===== config.mk =====
export PLATFORM = sky130hd
export DESIGN_NAME = can_tx_element_builder_flat
export DESIGN_NICKNAME = d
export VERILOG_FILES = /design/src/rtl/ctb_pkg.sv /design/src/rtl/ctb_frame_if.sv /design/src/rtl/ctb_result_if.sv /design/src/rtl/ctb_dp.sv /design/src/rtl/ctb_ctrl.sv /design/src/rtl/can_tx_element_builder.sv /design/src/flat_wrapper.sv
export SDC_FILE = /design/constraint.sdc
export NUM_CORES = 1
export LEC_CHECK = 0
export BUFFER_PORTS_ARGS = -buffer_cell sky130_fd_sc_hd__buf_2
export CORE_UTILIZATION = 50
export CTS_CLUSTER_SIZE = 25
export DETAILED_ROUTE_END_ITERATION = 16
export GPL_TIMING_DRIVEN = 0
export PLACE_DENSITY = 0.73
export SLEW_MARGIN = 20
export SYNTH_ARGS = -nofsm -noshare
export SYNTH_HDL_FRONTEND = slang
export SYNTH_HIERARCHICAL = 1
export SYNTH_SLANG_ARGS = --single-unit

===== constraint.sdc =====
create_clock -name clk -period 5.2 [get_ports clk]
set_input_delay 1.04 -clock clk [delete_from_list [all_inputs] [get_ports clk]]
set_output_delay 1.04 -clock clk [all_outputs]
set_load 0.02 [all_outputs]

===== src/rtl/ctb_pkg.sv =====
package ctb_pkg;

	localparam int unsigned ID_W    = 29;
	localparam int unsigned LEN_W   = 4;
	localparam int unsigned DATA_W  = 64;
	localparam int unsigned IDX_W   = 5;
	localparam int unsigned KIND_W  = 2;
	localparam int unsigned BADDR_W = 17;
	localparam int unsigned WORD_W  = 32;
	localparam int unsigned START_W = 14;
	localparam int unsigned SIZE_W  = 3;
	localparam int unsigned WADDR_W = BADDR_W - 2;
	localparam int unsigned CNT_W   = 5;
	localparam int unsigned CFG_IDX_W  = 1;
	localparam int unsigned CFG_DATA_W = START_W;

	localparam logic [LEN_W-1:0] MAX_LEN = 4'd8;
	localparam logic [CNT_W-1:0] HEADER_WORDS = 5'd2;
	localparam int unsigned XTD_BIT = 30;
	localparam int unsigned LEN_SHIFT = 16;

	// Result kinds.
	localparam logic [KIND_W-1:0] KIND_WRITE   = 2'd0;
	localparam logic [KIND_W-1:0] KIND_REQUEST = 2'd1;
	localparam logic [KIND_W-1:0] KIND_REJECT  = 2'd2;

	// Configuration register indexes.
	localparam logic [CFG_IDX_W-1:0] CFG_BUFFER_START = 1'd0;
	localparam logic [CFG_IDX_W-1:0] CFG_ELEMENT_SIZE = 1'd1;

	// Result select codes from controller to datapath.
	localparam int unsigned SEL_W = 3;
	localparam logic [SEL_W-1:0] SEL_T0     = 3'd0;
	localparam logic [SEL_W-1:0] SEL_T1     = 3'd1;
	localparam logic [SEL_W-1:0] SEL_DATA   = 3'd2;
	localparam logic [SEL_W-1:0] SEL_REQ    = 3'd3;
	localparam logic [SEL_W-1:0] SEL_REJ    = 3'd4;

	typedef struct packed {
		logic [ID_W-1:0]   frame_id;
		logic [LEN_W-1:0]  length_code;
		logic [DATA_W-1:0] payload;
		logic              queue_full;
		logic [IDX_W-1:0]  put_index;
	} frame_t;

	typedef struct packed {
		logic [KIND_W-1:0]  kind;
		logic [BADDR_W-1:0] byte_address;
		logic [WORD_W-1:0]  word;
		logic               last;
	} result_t;

	typedef struct packed {
		logic             load;
		logic             emit;
		logic [SEL_W-1:0] sel;
	} cmd_t;

	typedef struct packed {
		logic last_data;
	} sts_t;

	// Number of data words in an element for each size code.
	function automatic logic [CNT_W-1:0] data_words(input logic [SIZE_W-1:0] code);
		logic [CNT_W-1:0] n;
		begin
			case (code)
				3'd0: n = 5'd2;
				3'd1: n = 5'd3;
				3'd2: n = 5'd4;
				3'd3: n = 5'd5;
				3'd4: n = 5'd6;
				3'd5: n = 5'd8;
				3'd6: n = 5'd12;
				default: n = 5'd16;
			endcase
			return n;
		end
	endfunction

endpackage


===== src/rtl/ctb_frame_if.sv =====
interface ctb_frame_if;
	logic              valid;
	logic              ready;
	ctb_pkg::frame_t   data;

	modport source (output valid, output data, input ready);
	modport sink (input valid, input data, output ready);
endinterface


===== src/rtl/ctb_result_if.sv =====
interface ctb_result_if;
	logic              valid;
	logic              ready;
	ctb_pkg::result_t  data;

	modport source (output valid, output data, input ready);
	modport sink (input valid, input data, output ready);
endinterface


===== src/rtl/ctb_dp.sv =====
module ctb_dp (
	input  logic                                clk,
	input  logic                                arst_n,
	input  logic                                cfg_we,
	input  logic [ctb_pkg::CFG_IDX_W-1:0]       cfg_index,
	input  logic [ctb_pkg::CFG_DATA_W-1:0]      cfg_data,
	input  ctb_pkg::frame_t                     frame,
	input  ctb_pkg::cmd_t                       cmd,
	output ctb_pkg::sts_t                       sts,
	output ctb_pkg::result_t                    result
);

	logic [ctb_pkg::START_W-1:0] start_q;
	logic [ctb_pkg::SIZE_W-1:0]  size_code_q;

	logic [ctb_pkg::ID_W-1:0]    id_q;
	logic [ctb_pkg::LEN_W-1:0]   len_q;
	logic [ctb_pkg::LEN_W-1:0]   rem_q;
	logic [ctb_pkg::WORD_W-1:0]  t1_word;
	logic [ctb_pkg::DATA_W-1:0]  data_q;
	logic [ctb_pkg::IDX_W-1:0]   idx_q;
	logic [ctb_pkg::WADDR_W-1:0] addr_q;
	logic [ctb_pkg::CNT_W-1:0]   words_left_q;
	ctb_pkg::result_t            result_q;

	logic [ctb_pkg::CNT_W-1:0]   stride;
	logic [ctb_pkg::WADDR_W-1:0] base;
	logic [ctb_pkg::LEN_W-1:0]   len_sat;
	logic [ctb_pkg::WORD_W-1:0]  data_word;
	ctb_pkg::result_t            next_result;

	always_ff @(posedge clk or negedge arst_n) begin
		if (!arst_n) begin
			start_q     <= '0;
			size_code_q <= '0;
		end else if (cfg_we) begin
			unique case (cfg_index)
				ctb_pkg::CFG_BUFFER_START: start_q <= cfg_data;
				ctb_pkg::CFG_ELEMENT_SIZE: size_code_q <= cfg_data[ctb_pkg::SIZE_W-1:0];
				default: ;
			endcase
		end
	end

	assign stride  = ctb_pkg::HEADER_WORDS + ctb_pkg::data_words(size_code_q);
	assign base    = ctb_pkg::WADDR_W'(start_q) +
		ctb_pkg::WADDR_W'(frame.put_index * stride);
	assign len_sat = (frame.length_code > ctb_pkg::MAX_LEN) ? ctb_pkg::MAX_LEN
		: frame.length_code;

	// Bytes past the frame length read as zero; rem_q counts the bytes left.
	always_comb begin
		data_word = '0;
		for (int b = 0; b < 4; b++) begin
			if (ctb_pkg::LEN_W'(b) < rem_q) begin
				data_word[8*b +: 8] = data_q[8*b +: 8];
			end
		end
	end

	always_comb begin
		t1_word = '0;
		t1_word[ctb_pkg::LEN_SHIFT +: ctb_pkg::LEN_W] = len_q;
	end

	always_comb begin
		next_result = '0;
		case (cmd.sel)
			ctb_pkg::SEL_T0: begin
				next_result.kind         = ctb_pkg::KIND_WRITE;
				next_result.byte_address = {addr_q, 2'b00};
				next_result.word         = {1'b0, 1'b1, 1'b0, id_q};
			end
			ctb_pkg::SEL_T1: begin
				next_result.kind         = ctb_pkg::KIND_WRITE;
				next_result.byte_address = {addr_q, 2'b00};
				next_result.word         = t1_word;
			end
			ctb_pkg::SEL_DATA: begin
				next_result.kind         = ctb_pkg::KIND_WRITE;
				next_result.byte_address = {addr_q, 2'b00};
				next_result.word         = data_word;
			end
			ctb_pkg::SEL_REQ: begin
				next_result.kind         = ctb_pkg::KIND_REQUEST;
				next_result.word         = ctb_pkg::WORD_W'(1) << idx_q;
				next_result.last         = 1'b1;
			end
			default: begin
				next_result.kind = ctb_pkg::KIND_REJECT;
				next_result.last = 1'b1;
			end
		endcase
	end

	always_ff @(posedge clk) begin
		if (cmd.load) begin
			id_q         <= frame.frame_id;
			len_q        <= len_sat;
			rem_q        <= len_sat;
			data_q       <= frame.payload;
			idx_q        <= frame.put_index;
			addr_q       <= base;
			words_left_q <= ctb_pkg::data_words(size_code_q);
		end else if (cmd.emit) begin
			if (cmd.sel == ctb_pkg::SEL_T0 || cmd.sel == ctb_pkg::SEL_T1) begin
				addr_q <= addr_q + 1'b1;
			end
			if (cmd.sel == ctb_pkg::SEL_DATA) begin
				addr_q       <= addr_q + 1'b1;
				data_q       <= data_q >> 32;
				rem_q        <= (rem_q > 4'd4) ? rem_q - 4'd4 : '0;
				words_left_q <= words_left_q - 1'b1;
			end
		end
		if (cmd.emit) begin
			result_q <= next_result;
		end
	end

	assign sts.last_data = (words_left_q == ctb_pkg::CNT_W'(1));
	assign result        = result_q;

endmodule


===== src/rtl/ctb_ctrl.sv =====
module ctb_ctrl (
	input  logic           clk,
	input  logic           arst_n,
	input  logic           in_valid,
	input  logic           in_full,
	output logic           in_ready,
	output logic           out_valid,
	input  logic           out_ready,
	input  ctb_pkg::sts_t  sts,
	output ctb_pkg::cmd_t  cmd
);

	localparam logic [2:0] S_IDLE = 3'd0;
	localparam logic [2:0] S_T0   = 3'd1;
	localparam logic [2:0] S_T1   = 3'd2;
	localparam logic [2:0] S_DATA = 3'd3;
	localparam logic [2:0] S_REQ  = 3'd4;
	localparam logic [2:0] S_REJ  = 3'd5;

	logic [2:0] state_q;
	logic       out_valid_q;
	logic       accept;
	logic       emit;

	assign in_ready = (state_q == S_IDLE);
	assign accept   = in_valid && in_ready;
	// A new result may enter the output register when it is empty or draining.
	assign emit     = (state_q != S_IDLE) && (!out_valid_q || out_ready);

	always_comb begin
		cmd.load = accept;
		cmd.emit = emit;
		unique case (state_q)
			S_T0:    cmd.sel = ctb_pkg::SEL_T0;
			S_T1:    cmd.sel = ctb_pkg::SEL_T1;
			S_DATA:  cmd.sel = ctb_pkg::SEL_DATA;
			S_REQ:   cmd.sel = ctb_pkg::SEL_REQ;
			default: cmd.sel = ctb_pkg::SEL_REJ;
		endcase
	end

	always_ff @(posedge clk or negedge arst_n) begin
		if (!arst_n) begin
			state_q <= S_IDLE;
		end else begin
			unique case (state_q)
				S_IDLE: if (accept) state_q <= in_full ? S_REJ : S_T0;
				S_T0:   if (emit) state_q <= S_T1;
				S_T1:   if (emit) state_q <= S_DATA;
				S_DATA: if (emit && sts.last_data) state_q <= S_REQ;
				S_REQ:  if (emit) state_q <= S_IDLE;
				S_REJ:  if (emit) state_q <= S_IDLE;
				default: state_q <= S_IDLE;
			endcase
		end
	end

	always_ff @(posedge clk or negedge arst_n) begin
		if (!arst_n) begin
			out_valid_q <= 1'b0;
		end else if (emit) begin
			out_valid_q <= 1'b1;
		end else if (out_ready) begin
			out_valid_q <= 1'b0;
		end
	end

	assign out_valid = out_valid_q;

	a_no_emit_idle: assert property (@(posedge clk) disable iff (!arst_n)
		state_q == S_IDLE |-> !cmd.emit)
		else $error("emit while idle");

	a_full_rejects: assert property (@(posedge clk) disable iff (!arst_n)
		accept && in_full |=> state_q == S_REJ)
		else $error("full queue did not lead to rejection");

	a_req_ends: assert property (@(posedge clk) disable iff (!arst_n)
		state_q == S_REQ && emit |=> state_q == S_IDLE)
		else $error("request did not end the frame");

	a_emit_valid: assert property (@(posedge clk) disable iff (!arst_n)
		emit |=> out_valid_q)
		else $error("emitted result not presented");

endmodule


===== src/rtl/can_tx_element_builder.sv =====
// Channel     Dir  Transaction
// frame_in    in   one CAN frame: id, length, payload, queue_full, put_index
// result_out  out  one element word write, transmit request or rejection
// cfg_*       in   register write, index 0 buffer start, index 1 size code
//
// A frame is taken only while no frame is in work, then gives one result per
// cycle from the sequencer while result_out takes them: T0, T1, data words
// (2..16), request (up to 19 results); a full queue gives a rejection.
// Back-pressure on result_out holds the sequencer; results sit in one
// output register. Reset clears the state, the output valid flag and both configuration registers.
module can_tx_element_builder (
	input  logic                           clk,
	input  logic                           arst_n,
	ctb_frame_if.sink                      frame_in,
	ctb_result_if.source                   result_out,
	input  logic                           cfg_we,
	input  logic [ctb_pkg::CFG_IDX_W-1:0]  cfg_index,
	input  logic [ctb_pkg::CFG_DATA_W-1:0] cfg_data
);

	ctb_pkg::cmd_t cmd;
	ctb_pkg::sts_t sts;

	ctb_ctrl u_ctrl (
		.clk       (clk),
		.arst_n    (arst_n),
		.in_valid  (frame_in.valid),
		.in_full   (frame_in.data.queue_full),
		.in_ready  (frame_in.ready),
		.out_valid (result_out.valid),
		.out_ready (result_out.ready),
		.sts       (sts),
		.cmd       (cmd)
	);

	ctb_dp u_dp (
		.clk       (clk),
		.arst_n    (arst_n),
		.cfg_we    (cfg_we),
		.cfg_index (cfg_index),
		.cfg_data  (cfg_data),
		.frame     (frame_in.data),
		.cmd       (cmd),
		.sts       (sts),
		.result    (result_out.data)
	);

endmodule


===== src/flat_wrapper.sv =====
// flat-port wrapper written by rule: the top's interface ports become plain ports
module can_tx_element_builder_flat 
  (clk, arst_n, cfg_we, cfg_index, cfg_data, frame_in_valid, frame_in_data, frame_in_ready, result_out_valid, result_out_data, result_out_ready);
  ctb_frame_if frame_in_i ();
  ctb_result_if result_out_i ();
  input  logic clk;
  input  logic arst_n;
  input  logic cfg_we;
  input  logic [ctb_pkg::CFG_IDX_W-1:0] cfg_index;
  input  logic [ctb_pkg::CFG_DATA_W-1:0] cfg_data;
  input wire logic [$bits(frame_in_i.valid)-1:0] frame_in_valid;
  input wire logic [$bits(frame_in_i.data)-1:0] frame_in_data;
  output wire logic [$bits(frame_in_i.ready)-1:0] frame_in_ready;
  output wire logic [$bits(result_out_i.valid)-1:0] result_out_valid;
  output wire logic [$bits(result_out_i.data)-1:0] result_out_data;
  input wire logic [$bits(result_out_i.ready)-1:0] result_out_ready;
  assign frame_in_i.valid = frame_in_valid;
  assign frame_in_i.data = frame_in_data;
  assign frame_in_ready = frame_in_i.ready;
  assign result_out_valid = result_out_i.valid;
  assign result_out_data = result_out_i.data;
  assign result_out_i.ready = result_out_ready;
  can_tx_element_builder u_core (.clk(clk), .arst_n(arst_n), .frame_in(frame_in_i), .result_out(result_out_i), .cfg_we(cfg_we), .cfg_index(cfg_index), .cfg_data(cfg_data));
endmodule

==> impl_metrics.py <==
metrics = {
    "sta": {
        "fin_crit_sh_pct": 94.0,
        "hold_viol": 0,
        "period_needed_ns": 4.89,
        "clock-skew-final_ns": 0.00713,
        "rsz0062_at_grt": "no",
        "setup_viol": 0,
        "worstMarginPinSlew_ns": 0.716,
        "fmax_mhz": 205,
        "finalSetupTns_ns": 0,
        "relSlewSlack_pct": 52.3,
        "drv_slew": 0,
    },
    "logic_synthesis": {
        "syn_area_um2": 9560,
        "synth_edf_count": 176,
        "async_flop_share_pct": 10.7,
        "ys_ff_latch": 197,
        "yosysWarnings": 6,
        "synth_area_per_cell_um2": 13.8,
        "yosysSeqAreaShare_pct": 60.8,
        "synth_cell_types": 66,
        "syn_inst": 693,
        "synth_flop_cell": "edfxtp_1",
    },
    "cells_and_area": {
        "fin_nets": 1052,
        "layout_common_cells": "buf_2 (181), edfxtp_1 (176), and2_1 (62), mux2_2 (49), nand2_1 (41)",
        "fillCellCount": 1447,
        "post-route-util_pct": 60.7,
        "final_common_cell": "buf_2",
        "syn2layout_area_growth_pct": 18.7,
        "layout-drive-gt1-share_pct": 33.4,
    },
    "setup_path": {
        "start_kind": "flop",
        "worstPathRequired_ns": 5.39,
        "r2r_start": "u_core/u_dp/size_code_q[2]$_DFFE_PN0P_",
        "crit_path_frequent_cell": "fa_1",
        "crit_cells": 15,
        "max_stage_delay_ns": 0.53,
        "crit_buf_inv": 2,
        "cp_cell_sequence": "a21oi_2 > ha_1 > xor2_1 > nor2b_1 > fa_1 > fa_1 > inv_1 > fa_1 > inv_1 > ha_1 > a21oi_1 > o21ai_1 > o21a_1 > or3_1 > a31o_1",
        "criticalPathCategory": "flop to flop",
        "r2r_cells": 15,
        "cp_max_fo": 7,
        "slowest_stage": "fa_1",
        "crit_family": "adder cells",
        "startpoint": "u_core/u_dp/size_code_q[2]$_DFFE_PN0P_",
        "endpoint_kind": "flop",
        "arrival_ns": 5.08,
    },
    "clock_network": {
        "clock_sinks": 197,
        "clk_transition_reported_paths_ns": 0.08,
        "cts_tree": "done",
        "cts-root-buf": "clkbuf_16",
        "insertion_delay_ns": 0.43,
        "cts.path.max_buffers": 2,
        "hold_buffers": 0,
        "cts.htree.levels": 4,
        "cts_made_buffers": 17,
    },
    "pwr": {
        "ir_drop_uv": 331,
        "cellLeakagePower_nw": 4.50,
        "power.density_nw_per_um2": 596,
    },
    "place": {
        "dp_hpwl_um": 14500,
        "portBuffers": 174,
        "finalWeightedCongestion": 0.814,
    },
    "die": {
        "initial_core_util_pct": 51.1,
        "core_area_um2": 18700,
        "die_h_um": 140,
        "dieArea_um2": 19700,
        "die_w_um": 140,
        "ios": 177,
        "fp-row-count": 50,
    },
    "job": {
        "maxCapViolCount": 0,
    },
    "worst_hold_path": {
        "whs_path_depth": 2,
        "hold_path.class": "flop to flop",
        "hold_start": "u_core/u_dp/data_q[29]$_DFFE_PP_",
    },
    "drt": {
        "ant_nets": 0,
        "vias": 6156,
        "drt-pass1-iter-count": 4,
        "first_iter_violations": 364,
        "drt-total-wl_um": 20300,
        "viasPerCell": 5.41,
        "avgRoutedWirePerCell_um": 17.9,
        "route.detailed.drc": 0,
    },
    "global_routing": {
        "grt_pass1_wl_um": 32000,
        "overflow": 0,
        "grt_max_degree": 57,
        "antenna_found_initial": 1,
        "grt_use_total_pct": 21.7,
        "grt_pass1_vias": 6097,
    },
    "outcome": {
        "status": "complete, no violations",
    },
}
## Yosys cell counts (6+ instances only)
| cell | n | area share, % |
|---|---|---|
| ha_1 | 24 | 3.1 |
| a22oi_1 | 13 | 1.0 |
| buf_4 | 6 | 0.47 |
| edfxtp_1 | 176 | 55 |
| clkbuf_1 | 15 | 0.59 |
| o21ai_0 | 36 | 1.9 |
| a22oi_2 | 8 | 1.0 |
| nor2b_1 | 18 | 1.2 |
| mux2i_1 | 7 | 0.73 |
| a21oi_1 | 15 | 0.79 |
| nor2_1 | 20 | 0.79 |
| o21ai_1 | 7 | 0.37 |
| mux2_2 | 49 | 5.8 |
| xor2_1 | 13 | 1.2 |
| buf_2 | 7 | 0.37 |
| a21o_1 | 7 | 0.55 |
| fa_1 | 17 | 3.6 |
| and2_1 | 62 | 4.1 |
| nand2_1 | 41 | 1.6 |
| inv_1 | 32 | 1.3 |
| dfrtp_1 | 21 | 5.5 |
| nand3_1 | 11 | 0.58 |
| xnor2_1 | 10 | 0.92 |
## logic make-up after synthesis
family	share of synthesized area (%)
AO/OA/AOI/OAI	8.82
XOR/XNOR	2.11
adder cells (fa/ha/maj)	6.70
multiplexers	6.50
AND/OR/NAND/NOR	12.0
buffers and inverters	3.04
flip-flops	60.8
other	0.0392
## registers in the layout, summed over array words and instances, names as in the netlist
register / count
u_core/u_dp/start_q: 14
u_core/u_ctrl/state_q: 3
u_core/u_dp/size_code_q: 3
u_core/u_ctrl/out_valid: 1
u_core/u_dp/data_q: 64
u_core/u_dp/result: 50
u_core/u_dp/addr_q: 15
u_core/u_dp/id_q: 29
u_core/u_dp/idx_q: 5
u_core/u_dp/len_q: 4
u_core/u_dp/words_left_q: 5
u_core/u_dp/rem_q: 4
## metal layers
| metal | track usage [%] | wire length [µm] | up-vias |
|---|---|---|---|
| met2 | 36.5 | 10100 | 240 |
| met5 | 0 | 0 | - |
| met1 | 27.7 | 8580 | 2956 |
| met4 | 7.58 | 467 | 0 |
| met3 | 4.82 | 1210 | 25 |
| li1 | - | - | 2935 |
## power breakdown
group          internal, mW  switching (mW)  total [mW]  leakage (nW)
Clock                 0.645           0.642        1.29         0.283
Sequential             2.56           0.264        2.83          1.93
Combinational          1.06            1.59        2.65          2.28
Total                  4.27            2.49        6.76          4.50
## worst register-to-register path, stage by stage, from the launching register on
cell and delay [ns]:
dfrtp_1 0.45, a21oi_2 0.34, ha_1 0.23, xor2_1 0.46
nor2b_1 0.15, fa_1 0.50, fa_1 0.51, inv_1 0.05
fa_1 0.53, inv_1 0.04, ha_1 0.37, a21oi_1 0.19
o21ai_1 0.12, o21a_1 0.20, or3_1 0.31, a31o_1 0.22
## stage by stage
step | std cells | power, mW | setup WS [ns] | cell area [µm²] | hold slack (ns)
2_1_floorplan | 694 | 4.73 | 0.704 | 9570 | 0.487
3_3_place_gp | 1102 | 5.40 | 0.274 | 10700 | 0.508
3_5_place_dp | 1103 | 5.49 | 0.150 | 10800 | 0.517
4_1_cts | 1135 | 6.79 | 0.136 | 11300 | 0.537
5_1_grt | 1136 | 7.19 | 0.0571 | 11400 | 0.555
6_report | 1137 | 6.76 | 0.313 | 11400 | 0.534
## path summary, 6_finish.rpt
kind	to	slack, ns
worst max-delay path	u_core/u_dp/addr_q[10]$_DFFE_PP_	0.31
worst min-delay path	u_core/u_dp/result[30]$_DFFE_PP_	0.53
worst max register to register	u_core/u_dp/addr_q[10]$_DFFE_PP_	0.31
worst min register to register	u_core/u_dp/result[30]$_DFFE_PP_	0.53
max in group asynchronous	u_core/u_ctrl/out_valid$_DFFE_PN0P_	4.29
min in group asynchronous	u_core/u_dp/start_q[10]$_DFFE_PN0P_	0.56
## timing repair
action                                  in CTS  in global routing
endpoints found under the setup margin       0                  4
resized for setup                            0                  1
setup buffers                                0                  0
hold endpoints to repair                     0                  0
## final cells by class
cell class / count / area, µm² / share of cell area (%)
Antenna cell: 2 / 5.00 / 0.0441
Tap cell: 234 / 293 / 2.58
Clock buffer: 18 / 429 / 3.78
Buffer: 31 / 170 / 1.50
Multi-Input combinational cell: 434 / 3480 / 30.6
Clock inverter: 14 / 153 / 1.34
Inverter: 32 / 120 / 1.06
Timing Repair Buffer: 175 / 898 / 7.91
Sequential cell: 197 / 5810 / 51.2
No activity file was read; power rests on OpenSTA's default activity.
